File: src/sign_random_projection_hash_unit_macros.svh
// Assertion macros for the sign random projection hash unit.
// Used by the top level; expects clk and arst_n in scope.
`ifndef SIGN_RANDOM_PROJECTION_HASH_UNIT_MACROS_SVH
`define SIGN_RANDOM_PROJECTION_HASH_UNIT_MACROS_SVH

// Implication checked every cycle outside reset.
`define SRPH_ASSERT(lbl, ante, cons, msg) \
	lbl: assert property (@(posedge clk) disable iff (!arst_n) (ante) |-> (cons)) \
		else $error(msg);

// Implication checked on the cycle after the antecedent.
`define SRPH_ASSERT_NEXT(lbl, ante, cons, msg) \
	lbl: assert property (@(posedge clk) disable iff (!arst_n) (ante) |=> (cons)) \
		else $error(msg);

`endif

File: src/srph_ram.sv
// Simple dual-port synchronous RAM, one write and one registered read port.
// No dependencies.
module srph_ram #(
	parameter int WIDTH = 16,
	parameter int DEPTH = 64
) (
	input  logic                     clk,
	input  logic                     wr_en,
	input  logic [$clog2(DEPTH)-1:0] wr_addr,
	input  logic [WIDTH-1:0]         wr_data,
	input  logic [$clog2(DEPTH)-1:0] rd_addr,
	output logic [WIDTH-1:0]         rd_data
);

	logic [WIDTH-1:0] mem_q [DEPTH];
	logic [WIDTH-1:0] rd_data_q;

	always_ff @(posedge clk) begin
		if (wr_en) begin
			mem_q[wr_addr] <= wr_data;
		end
		rd_data_q <= mem_q[rd_addr];
	end

	assign rd_data = rd_data_q;

endmodule

File: config.mk
export PLATFORM = sky130hd
export DESIGN_NAME = srph_ram
export DESIGN_NICKNAME = d
export VERILOG_FILES = /design/src/sign_random_projection_hash_unit_macros.svh /design/src/srph_ram.sv
export SDC_FILE = /design/constraint.sdc
export NUM_CORES = 1
export LEC_CHECK = 0
export ABC_AREA = 1
export BUFFER_PORTS_ARGS = -buffer_cell sky130_fd_sc_hd__buf_2
export CORE_ASPECT_RATIO = 1.2
export CORE_MARGIN = 3
export CORE_UTILIZATION = 55
export CTS_CLUSTER_DIAMETER = 100
export DETAILED_ROUTE_END_ITERATION = 16
export GPL_ROUTABILITY_DRIVEN = 0
export HOLD_SLACK_MARGIN = 0.05
export PLACE_DENSITY_LB_ADDON = 0.3
export SKIP_CTS_REPAIR_TIMING = 1
export SLEW_MARGIN = 40
export SYNTH_ARGS = -nofsm -noshare
export SYNTH_HDL_FRONTEND = slang
export SYNTH_SLANG_ARGS = --single-unit
File: constraint.sdc
create_clock -name clk -period 3.54 [get_ports clk]
set_input_delay 0.531 -clock clk [delete_from_list [all_inputs] [get_ports clk]]
set_output_delay 0.531 -clock clk [all_outputs]
set_load 0.01 [all_outputs]
== Yosys cells after proc, flatten, opt, wreduce, memory -nomap -nowiden ==
Memory sizes are Yosys's and may differ from the RTL's. A register that Yosys moved wholly into a read port is not among the register bits.
Index checks and enable logic that the tools add are counted.

* Multiplexer cells: 2

{| class="wikitable"
|+ Operator list
! kind !! count
|-
| 1-bit two-way mux || 2
|}

* Memory bits (writable): 1,024
* Register bits after elaboration: 0
* Logic and storage cells: 3
* Memories: 1

{| class="wikitable"
|+ Memory list
! memory !! depth !! bits a word !! rd ports !! clocked after Yosys merged registers in !! write ports !! line !! text
|-
| mem_q || 64 || 16 || 1 || 1 || 1 || srph_ram.sv:15 || <nowiki>logic [WIDTH-1:0] mem_q [DEPTH];</nowiki>
|}

== Depth between registers and ports, before layout ==
* Word-level depth: 2
* Mapped depth: 12

== Worst setup path after synthesis ==
Ideal clock, no wire load.

* Path type: in2reg
* Start: input wr_en
* End: memory mem_q[48][0] (enable)
* Arrival time: 2.655 ns
* Cell stages on the path: 3
* Buffers on the path: 1
* Path slack: 0.455 ns
* Path through: clkbuf_1 > nand4_1 > nor4_1

* Cells in the longest elaborated chain, start to end: 2

{| class="wikitable"
|+ RTL lines
! what !! line !! text
|-
| from (decl) || srph_ram.sv:8 || <nowiki>input logic wr_en,</nowiki>
|-
| 1-bit two-way mux || srph_ram.sv:19 || <nowiki>if (wr_en) begin</nowiki>
|-
| 1-bit two-way mux (implied by the code) || srph_ram.sv:20 || <nowiki>mem_q[wr_addr] <= wr_data;</nowiki>
|-
| to (decl) || srph_ram.sv:15 ||
|}

No other way between the ends.

==> impl_metrics.tcl <==
set metrics [dict create \
    finalMaxSlewViolations 0 \
    dpl_worst_slack_ns 0.7650 \
    fp.dieW_um 258.6 \
    grt_max_degree 165 \
    start_util_pct 55.82 \
    syn_nets 3547 \
    status "completed" \
    timing.critical_path.from "rd_addr[0]" \
    hp-class "primary input to flop" \
    ys_seq_area_share_pct 73.80 \
    r2r_slack_ns 1.94 \
    grt_pass1_wl_um 163900 \
    drtIter0Drc 3474 \
    cts_sinks 1040 \
    via_per_inst 5.915 \
    place_area_mm2 0.04358 \
    cts_max_level 3 \
    nNetsFinal 3612 \
    finalCriticalPeriod_ns 2.262 \
    setup_viol 0 \
    track_usage_pct 27.58 \
    crit_path_max_fanout 164 \
    fmax_mhz 442.1 \
    relSlewSlack_pct 40.75 \
    core_mm2 0.07542 \
    clock_skew_ns 0.02321 \
    worstMarginPinSlew_ns 0.8888 \
    cts_buffer_depth 3 \
    worstSetupEndpoint "rd_data[3]$_DFF_P_" \
    r2r-start "mem_q[51][3]$_DFFE_PP_" \
    wl_met3_um 11320 \
    cp_data_required_time_ns 4.09 \
    die_y_um 309.1 \
    path_clk_slew_ns 0.06 \
    area_growth_pct 10.68 \
    dieArea_mm2 0.07991 \
    wl_per_cell_um 23.48 \
    gr-total-overflow 0 \
    syn_inst 3517 \
    place_inst 4492 \
    grt_setup_unrepaired "no" \
    clk_latency_ns 0.67 \
    fin_tns_setup_ns 0 \
    drcViolationCount 0 \
    syn-cell-area_mm2 0.04210 \
    final_cell_mix "1296 x nand2_1, 1024 x edfxtp_1, 871 x nand3_1" \
    critPathCaptureType "flop" \
    finalCritPeriodShare_pct 63.89 \
    dp_hpwl_um 61960 \
    r2r-end "rd_data[3]$_DFF_P_" \
    antenna_left 0 \
    arrival_ns 2.82 \
    drv_cap 0 \
    numCtsBuffers 95 \
    grt_antenna_before_repair 3 \
    ir_worst_vdd_v 0.0003699 \
    ios 46 \
    cts_tree "yes" \
    firstDrtPassIters 6 \
    cp-start-kind "primary input" \
    io_buffers 45 \
    critPathKind "primary input to flop" \
    avgSynthCellArea_um2 11.97 \
    wl_met2_um 52340 \
    synth_cell_types 16 \
    hold_violations 0 \
    yosys_warnings 0 \
    power_density_mw_per_mm2 542.1 \
    maxUsedRoutingLayer "met4" \
    ys_seq_elements 1040 \
    final_common_cell "nand2_1" \
    std_cell_rows 110 \
    route.final.wire_length_um 109600 \
    via_count 27620 \
    instances_no_fill 4669 \
    cts_root_buf "clkbuf_16" \
    total_power_mw 25.26 \
    drive_above_1_share_pct 8.967 \
    rr_worst_depth 8 \
    grt_pass1_vias 25960 \
    layout_setup_ws_ns 1.278 \
    wl_met1_um 42430 \
    leakagePower_nw 16.88 \
    postLayoutCellArea_mm2 0.04660 \
]
per-stage QoR:
| step | hold slack (ns) | util (%) |
|---|---|---|
| 2_1_floorplan | 0.6299 | - |
| 3_3_place_gp | 0.7863 | 57.75 |
| 3_5_place_dp | 0.7740 | 57.78 |
| 4_1_cts | 0.3644 | 61.74 |
| 5_1_grt | 0.2465 | 61.78 |
| 6_report | 0.2456 | 61.78 |
registers in the layout (all words and copies together) (netlist names):
signal   count
mem_q     1024
rd_data     16
cells by family after synthesis:
kind of cell | synth area share [%]
and+or+nand+nor | 22.66
DFF | 73.80
buffers and inverters | 3.537
cell type report:
class                      count  area [um2]
multi-input combinational   2240        9590
tap                         1008        1261
timing repair buffer         193        1613
clock buffer                 120        2535
clock inverter                53       449.2
inverter                      12       71.32
fill                        5716       28830
antenna                        3       7.507
sequential                  1040       31070
critical path, cell delays in order:
cell and delay [ns]:
buf_8 0.33, inv_16 0.23, buf_12 0.39, nand2_1 0.09
nand3_1 0.08, nand3_1 0.12, nand2_1 0.11, nand2_1 0.07
nand3_1 0.30, nand3_1 0.22, nand2_1 0.07
cell usage after synthesis:
master / n / area [um2]
nand4_1: 9 / 56.30
buf_8: 1 / 15.01
nor4_1: 8 / 50.05
nand3_1: 871 / 4359
inv_8: 1 / 11.26
buf_4: 19 / 142.6
edfxtp_1: 1024 / 30750
dfxtp_1: 16 / 320.3
nor2_1: 56 / 210.2
clkbuf_1: 26 / 97.59
inv_1: 9 / 33.78
inv_2: 2 / 7.510
buf_6: 49 / 551.8
buf_1: 17 / 63.81
buf_2: 113 / 565.5
nand2_1: 1296 / 4865
routing by layer:
metal  track usage [%]  up-vias
met2             43.72     1483
met5                 0        -
met4             10.56        0
met3             4.684      218
li1                  -    12510
met1             38.79    13410
how the worst min path moves through the flow:
stage / startpoint / end / slack [ns] / cells past startpoint
3_3_place_gp: mem_q[56][15]$_DFFE_PP_ / rd_data[15]$_DFF_P_ / 0.79 / 8
4_1_cts: wr_data[7] / mem_q[52][7]$_DFFE_PP_ / 0.36 / 1
3_5_place_dp: mem_q[44][14]$_DFFE_PP_ / rd_data[14]$_DFF_P_ / 0.77 / 8
5_1_grt: wr_data[1] / mem_q[55][1]$_DFFE_PP_ / 0.25 / 1
2_1_floorplan: wr_data[0] / mem_q[0][0]$_DFFE_PP_ / 0.63 / 0
6_report: wr_data[1] / mem_q[49][1]$_DFFE_PP_ / 0.25 / 1
report_power, final:
| group | switching (mW) | total, mW | leakage [nW] | internal (mW) |
|---|---|---|---|---|
| Combinational | 1.24 | 1.65 | 6.07 | 0.407 |
| Clock | 4.32 | 9.95 | 1.46 | 5.63 |
| Sequential | 0.0363 | 13.7 | 9.35 | 13.6 |
| Total | 5.60 | 25.3 | 16.9 | 19.7 |
(Power assumes the default switching activity.)
