===== src/sign_random_projection_hash_unit_macros.svh =====
// Assertion macros for the sign random projection hash unit.
// Used by the top level; expects clk and arst_n in scope.
`ifndef SIGN_RANDOM_PROJECTION_HASH_UNIT_MACROS_SVH
`define SIGN_RANDOM_PROJECTION_HASH_UNIT_MACROS_SVH

// Implication checked every cycle outside reset.
`define SRPH_ASSERT(lbl, ante, cons, msg) \
	lbl: assert property (@(posedge clk) disable iff (!arst_n) (ante) |-> (cons)) \
		else $error(msg);

// Implication checked on the cycle after the antecedent.
`define SRPH_ASSERT_NEXT(lbl, ante, cons, msg) \
	lbl: assert property (@(posedge clk) disable iff (!arst_n) (ante) |=> (cons)) \
		else $error(msg);

`endif


===== src/srph_pkg.sv =====
// Shared types and constants for the sign random projection hash unit.
// No dependencies.
package srph_pkg;

	localparam int BITS_PER_BYTE = 8;
	localparam int CFG_IDX_W     = 1;
	localparam int CFG_DATA_W    = 9;
	localparam int ELEM_W        = 16;
	localparam int PROD_W        = 2 * ELEM_W;

	localparam logic CMD_LOAD = 1'b0;
	localparam logic CMD_ELEM = 1'b1;

	localparam logic [CFG_IDX_W-1:0] REG_VECTOR_LENGTH = 1'd0;
	localparam logic [CFG_IDX_W-1:0] REG_BYTE_COUNT    = 1'd1;

	typedef enum logic [2:0] {
		ST_CLEAR,
		ST_IDLE,
		ST_ACC,
		ST_DRAIN,
		ST_EMIT,
		ST_SETTLE,
		ST_OUT
	} srph_state_t;

endpackage


===== src/srph_mac.sv =====
// Multiply-accumulate stages: registered product, then sum update write-back.
// Depends on srph_pkg.
module srph_mac #(
	parameter int SUM_W = 40,
	parameter int P_W   = 6
) (
	input  logic                             clk,
	input  logic                             arst_n,
	input  logic                             v_s2,
	input  logic [P_W-1:0]                   p_s2,
	input  logic signed [srph_pkg::ELEM_W-1:0] element,
	input  logic signed [srph_pkg::ELEM_W-1:0] weight,
	input  logic signed [SUM_W-1:0]          sum_rd,
	output logic                             wr_en,
	output logic [P_W-1:0]                   wr_addr,
	output logic signed [SUM_W-1:0]          wr_data
);

	logic                                v_s3;
	logic [P_W-1:0]                      p_s3;
	logic signed [srph_pkg::PROD_W-1:0] prod_s3;

	always_ff @(posedge clk or negedge arst_n) begin
		if (!arst_n) begin
			v_s3 <= 1'b0;
		end else begin
			v_s3 <= v_s2;
		end
	end

	always_ff @(posedge clk) begin
		p_s3    <= p_s2;
		prod_s3 <= element * weight;
	end

	assign wr_en   = v_s3;
	assign wr_addr = p_s3;
	assign wr_data = sum_rd + SUM_W'(prod_s3);

endmodule


===== config.mk =====
export PLATFORM = sky130hd
export DESIGN_NAME = srph_mac
export DESIGN_NICKNAME = d
export VERILOG_FILES = /design/src/sign_random_projection_hash_unit_macros.svh /design/src/srph_pkg.sv /design/src/srph_mac.sv
export SDC_FILE = /design/constraint.sdc
export NUM_CORES = 1
export LEC_CHECK = 0
export ABC_AREA = 1
export ABC_CLOCK_PERIOD_IN_PS = 3000
export BUFFER_PORTS_ARGS = -buffer_cell sky130_fd_sc_hd__buf_2
export CAP_MARGIN = 15
export CORE_ASPECT_RATIO = 1.25
export CORE_MARGIN = 2
export CORE_UTILIZATION = 55
export DETAILED_ROUTE_END_ITERATION = 6
export GPL_TIMING_DRIVEN = 0
export PLACE_DENSITY = 0.74
export SYNTH_ARGS = -nofsm -noshare
export SYNTH_HDL_FRONTEND = slang
export SYNTH_SLANG_ARGS = --single-unit

===== constraint.sdc =====
create_clock -name clk -period 3 [get_ports clk]
set_clock_uncertainty 0.2 [all_clocks]
set_input_delay 0.3 -clock clk [delete_from_list [all_inputs] [get_ports clk]]
set_output_delay 0.3 -clock clk [all_outputs]
set_load 0.01 [all_outputs]

After elaboration in Yosys (flattened, before gate mapping)
Index checks and enable logic that the tools add are counted.
W data, S select, Z words.
{"block": "op_classes", "add_sub_neg": 1, "multipliers": 1}
{"cell": "$add A40 B32 Y40", "count": 1}
{"cell": "$mul A16 B16 Y32", "count": 1}
{"block": "word_totals", "wordCells": 5, "regBits": 39}

Depth between registers and ports, before layout
{"block": "depth", "depth_word": 1, "depth_mapped": 26, "depth_no_buf": 24}

Least setup slack after synthesis
OpenSTA, ideal clock, no wires.
{"block": "synth_timing", "path_kind": "input -> register", "from": "input port weight[5] (netlist name)", "to": "register prod_s3[31] (netlist name)", "stages": 22, "t_arrival_ps": 5242, "path_buffers": 2, "setup_slack_ps": -2554, "required_ps": 2688, "cell_sequence": "clkbuf_1 -> clkbuf_1 -> nand2_1 -> fa_1 -> inv_1 -> fa_1 -> inv_1 -> fa_1 -> fa_1 -> fa_1 -> fa_1 -> inv_1 -> ha_1 -> nand2_1 -> nor2_1 -> nand3_1 -> nor2_1 -> nand2_1 -> nand3_1 -> inv_1 -> nand2_1 -> nand2_1"}
{"block": "synth_between", "elab_chain_len": 1}
{"element": "from (decl)", "line_no": "srph_mac.sv:12", "source": "input logic signed [srph_pkg::ELEM_W-1:0] weight,"}
{"element": "$mul A16 B16 Y32", "line_no": "srph_mac.sv:33", "source": "prod_s3 <= element * weight;"}
{"element": "to (signal assigned)", "line_no": "srph_mac.sv:33"}
{"element": "to (decl)", "line_no": "srph_mac.sv:21", "source": "logic signed [srph_pkg::PROD_W-1:0] prod_s3;"}
No other way between the ends.

Worst setup path in the final report
{"block": "layout_timing", "from": "input port element[15] (netlist name)", "to": "register prod_s3[28] (netlist name)"}
{"block": "layout_between", "elab_chain_len": 1}
{"element": "from (decl)", "line_no": "srph_mac.sv:11", "source": "input logic signed [srph_pkg::ELEM_W-1:0] element,"}
{"element": "$mul A16 B16 Y32", "line_no": "srph_mac.sv:33"}
No other way between the ends.

==> qor.yml <==
worst_setup_path:
  crit_type: "in -> reg"
  critPathArrivalTime_ns: 5.18
  cp_slowest_stage_delay_ns: 0.63
  cp_slowest_cell: "fa_2"
  path_cells: "buf_12 -> clkbuf_16 -> nand2_4 -> inv_2 -> fa_2 -> fa_2 -> buf_12 -> fa_2 -> fa_2 -> fa_1 -> inv_1 -> fa_1 -> inv_2 -> ha_4 -> nand2_4 -> nor2_4 -> nand2_4 -> nor4_4 -> nand2_2 -> nand3_1 -> nand2_1 -> nand2_1"
  crit_top_cell: "fa_2"
  cp_top_family: "adder cells"
  worst_setup_path_end_kind: "register"
  cp_data_required_time_ns: 3.04
  cp_max_fo: 7
  critPathLaunchType: "primary input"
  path_buf_inv: 6
floorplanning:
  start_util: 0.5622
  design.die.area_mm2: 0.02800
  die-height_um: 186.6
  coreArea_mm2: 0.02610
  rows: 66
  top_level_ports: 128
  fp.dieW_um: 150.1
logic_synthesis:
  netlist.area_leader.share: 0.3589
  yosysWarnings: 0
  synth-main-ff-cell: "dfxtp_1"
  synthSimpleGateAreaFrac: 0.2568
  synth-compound-area-share: 0.03036
  synth_mux_area_frac: 0
  synthXorXnorAreaFrac: 0.02448
  synth_top_family_by_area: "adder cells"
  synth_nets: 2631
  synthAdderAreaFrac: 0.4621
  syn-mean-instance-area_um2: 6.773
  ys_ff_latch: 39
  ys_seq_area_frac: 0.05356
  synthDistinctLibCells: 30
  synth_edf_count: 0
  synthTopCellsByArea: "fa_1 36%, nand2_1 18%, inv_1 16%"
  async_flop_share: 0.02564
  netlist_area_mm2: 0.01467
  synthCells: 2166
  yosysTopAreaCell: "fa_1"
global_route:
  grt_antenna_before_repair: 0
  grt_pass1_vias: 14970
  grt_max_degree: 14
  grt_overflow_total: 0
  grt_usage: 0.3385
  grt_pass1_wl_mm: 73.61
clock_tree:
  cts_made_buffers: 5
  clk_path_buf_depth: 2
  htree_levels: 2
  ctsRootBufferMaster: "clkbuf_16"
  clk_pin_slew_ns: 0.07
  cts_tree: "done"
  numClockSinks: 39
finish:
  utilization: 0.7345
  seqCellArea_um2: 785.8
  final.fill_count: 2045
  diodes: 0
  multi_input_area_mm2: 0.01281
  fin_cells: 2715
  layout-drive-gt1-share: 0.2396
  syn2layout_area_growth_pct: 30.65
  nNetsFinal: 2839
sta:
  relSlewSlack: 0.6385
  period_minus_slack_ns: 5.137
  maxSlewViolCount: 0
  rsz0062_at_grt: "yes"
  fin_crit_sh: 1.712
  fin_ws_ns: -2.137
  setup_viol: 27
  tightestPinTransition_ns: 0.5422
  hold_viol: 0
  max_freq_mhz: 194.6
routing:
  viasPerCell: 5.198
  first_iter_violations: 755
  drc_errors: 0
  vias: 14110
  routedWlPerCell_um: 17.26
  dr.pass1.iters: 5
  drtAntennaViolNets: 0
  drt-total-wl_mm: 46.86
outcome:
  status: "complete, but fails checks"
  violations: "setup timing"
place:
  gp_congestion: 0.9432
  dpl.hpwl_mm: 37.37
  portBuffers: 100
  dp_cells: 2606
flow_run:
  max_cap_viol_count: 0
hold_path:
  min_path_type: "in -> async"
-- flip-flops by register name, indices dropped and copies added, names as in the netlist --
register  flops
prod_s3      32
wr_en         1
wr_addr       6
-- cells by family (layout without fill, tap and decap cells) --
group,Yosys count,after routing
xor gates and xnor gates,41,41
and+or+nand+nor,943,943
adders and majority gates,384,384
DFF,39,39
buffers and inverters,675,884
AOI/OAI and AO/OA,84,84
-- per-layer routing --
layer  up-vias  track usage  share of wire  wire length, um
met4         0       0.2181          0.082             3829
met2       576       0.6196           0.52            24140
met5         -            0              0                0
met1      6686       0.3641           0.35            16420
met3       212      0.03545          0.053             2471
li1       6638            -              -                -
-- path summary, 6_finish.rpt --
kind | start | to | slack (ns) | depth (start not counted)
max in group asynchronous | arst_n | wr_en$_DFF_PN0_ | 2.41 | 2
worst max-delay path | element[15] | prod_s3[28]$_DFF_P_ | -2.14 | 22
min in group clk | weight[0] | prod_s3[0]$_DFF_P_ | 0.25 | 3
worst min-delay path | arst_n | wr_en$_DFF_PN0_ | 0.10 | 2
-- placed cells by master (no fill, tap or decap), types with 4 or more instances in the layout --
master / count
nand2_4: 28
dlygate4sd3_1: 8
o21ai_1: 5
nand3_2: 16
buf_2: 96
dfxtp_1: 38
nand2_1: 622
a21oi_1: 33
xor2_1: 31
nor3_4: 5
ha_1: 85
nor2_4: 24
buf_6: 16
o21ai_2: 7
inv_4: 5
clkbuf_16: 39
o21bai_1: 4
xnor2_1: 9
a21oi_4: 9
ha_4: 34
nor2_2: 7
fa_2: 28
nand4_1: 22
o21ai_0: 8
a21oi_2: 11
clkbuf_8: 21
nor2_1: 96
inv_2: 60
buf_12: 5
buf_8: 7
fa_1: 235
buf_4: 69
nand2_2: 55
inv_1: 550
nand3_1: 50
-- repair_timing --
item                                    in CTS  in global routing
endpoints found under the hold margin        8                  0
endpoints found under the setup margin      38                 41
pin swaps                                  129                 97
resized for setup                          233                 98
setup buffers                               69                 21
hold buffers                                 8                  0
gates cloned                                 3                  0
-- stage by stage --
stage	TNS (ns)	setup WS [ns]	instance area, um^2	hold WS, ns
detailed placement	-63.19	-2.845	16740	-0.1249
floorplan	-46.19	-2.109	15820	-0.1956
finish	-48.71	-2.137	19170	0.1038
CTS	-46.92	-2.167	18670	0.09729
global placement	-61.96	-2.783	16740	-0.1259
global route	-52.18	-2.299	19170	0.1283
-- layout make-up --
cell class / instances / share of cell area
buffer: 59 / 0.06097
clock buffer: 5 / 0.006528
clock inverter: 3 / 0.003525
inverter: 616 / 0.1215
multi-input combinational: 1452 / 0.6681
sequential: 39 / 0.04099
tap: 340 / 0.02219
timing repair buffer: 201 / 0.07618
-- cell usage after synthesis (20+ instances only) --
cell	n
inv_1	616
fa_1	263
nand2_1	701
xor2_1	32
a21oi_1	53
ha_1	121
nor2_1	124
dfxtp_1	38
nand3_1	66
clkbuf_1	58
nand4_1	22
o21ai_0	20
Power is not shown: default switching activity piles up to over one toggle a cycle in this logic, so the estimate is an artifact.
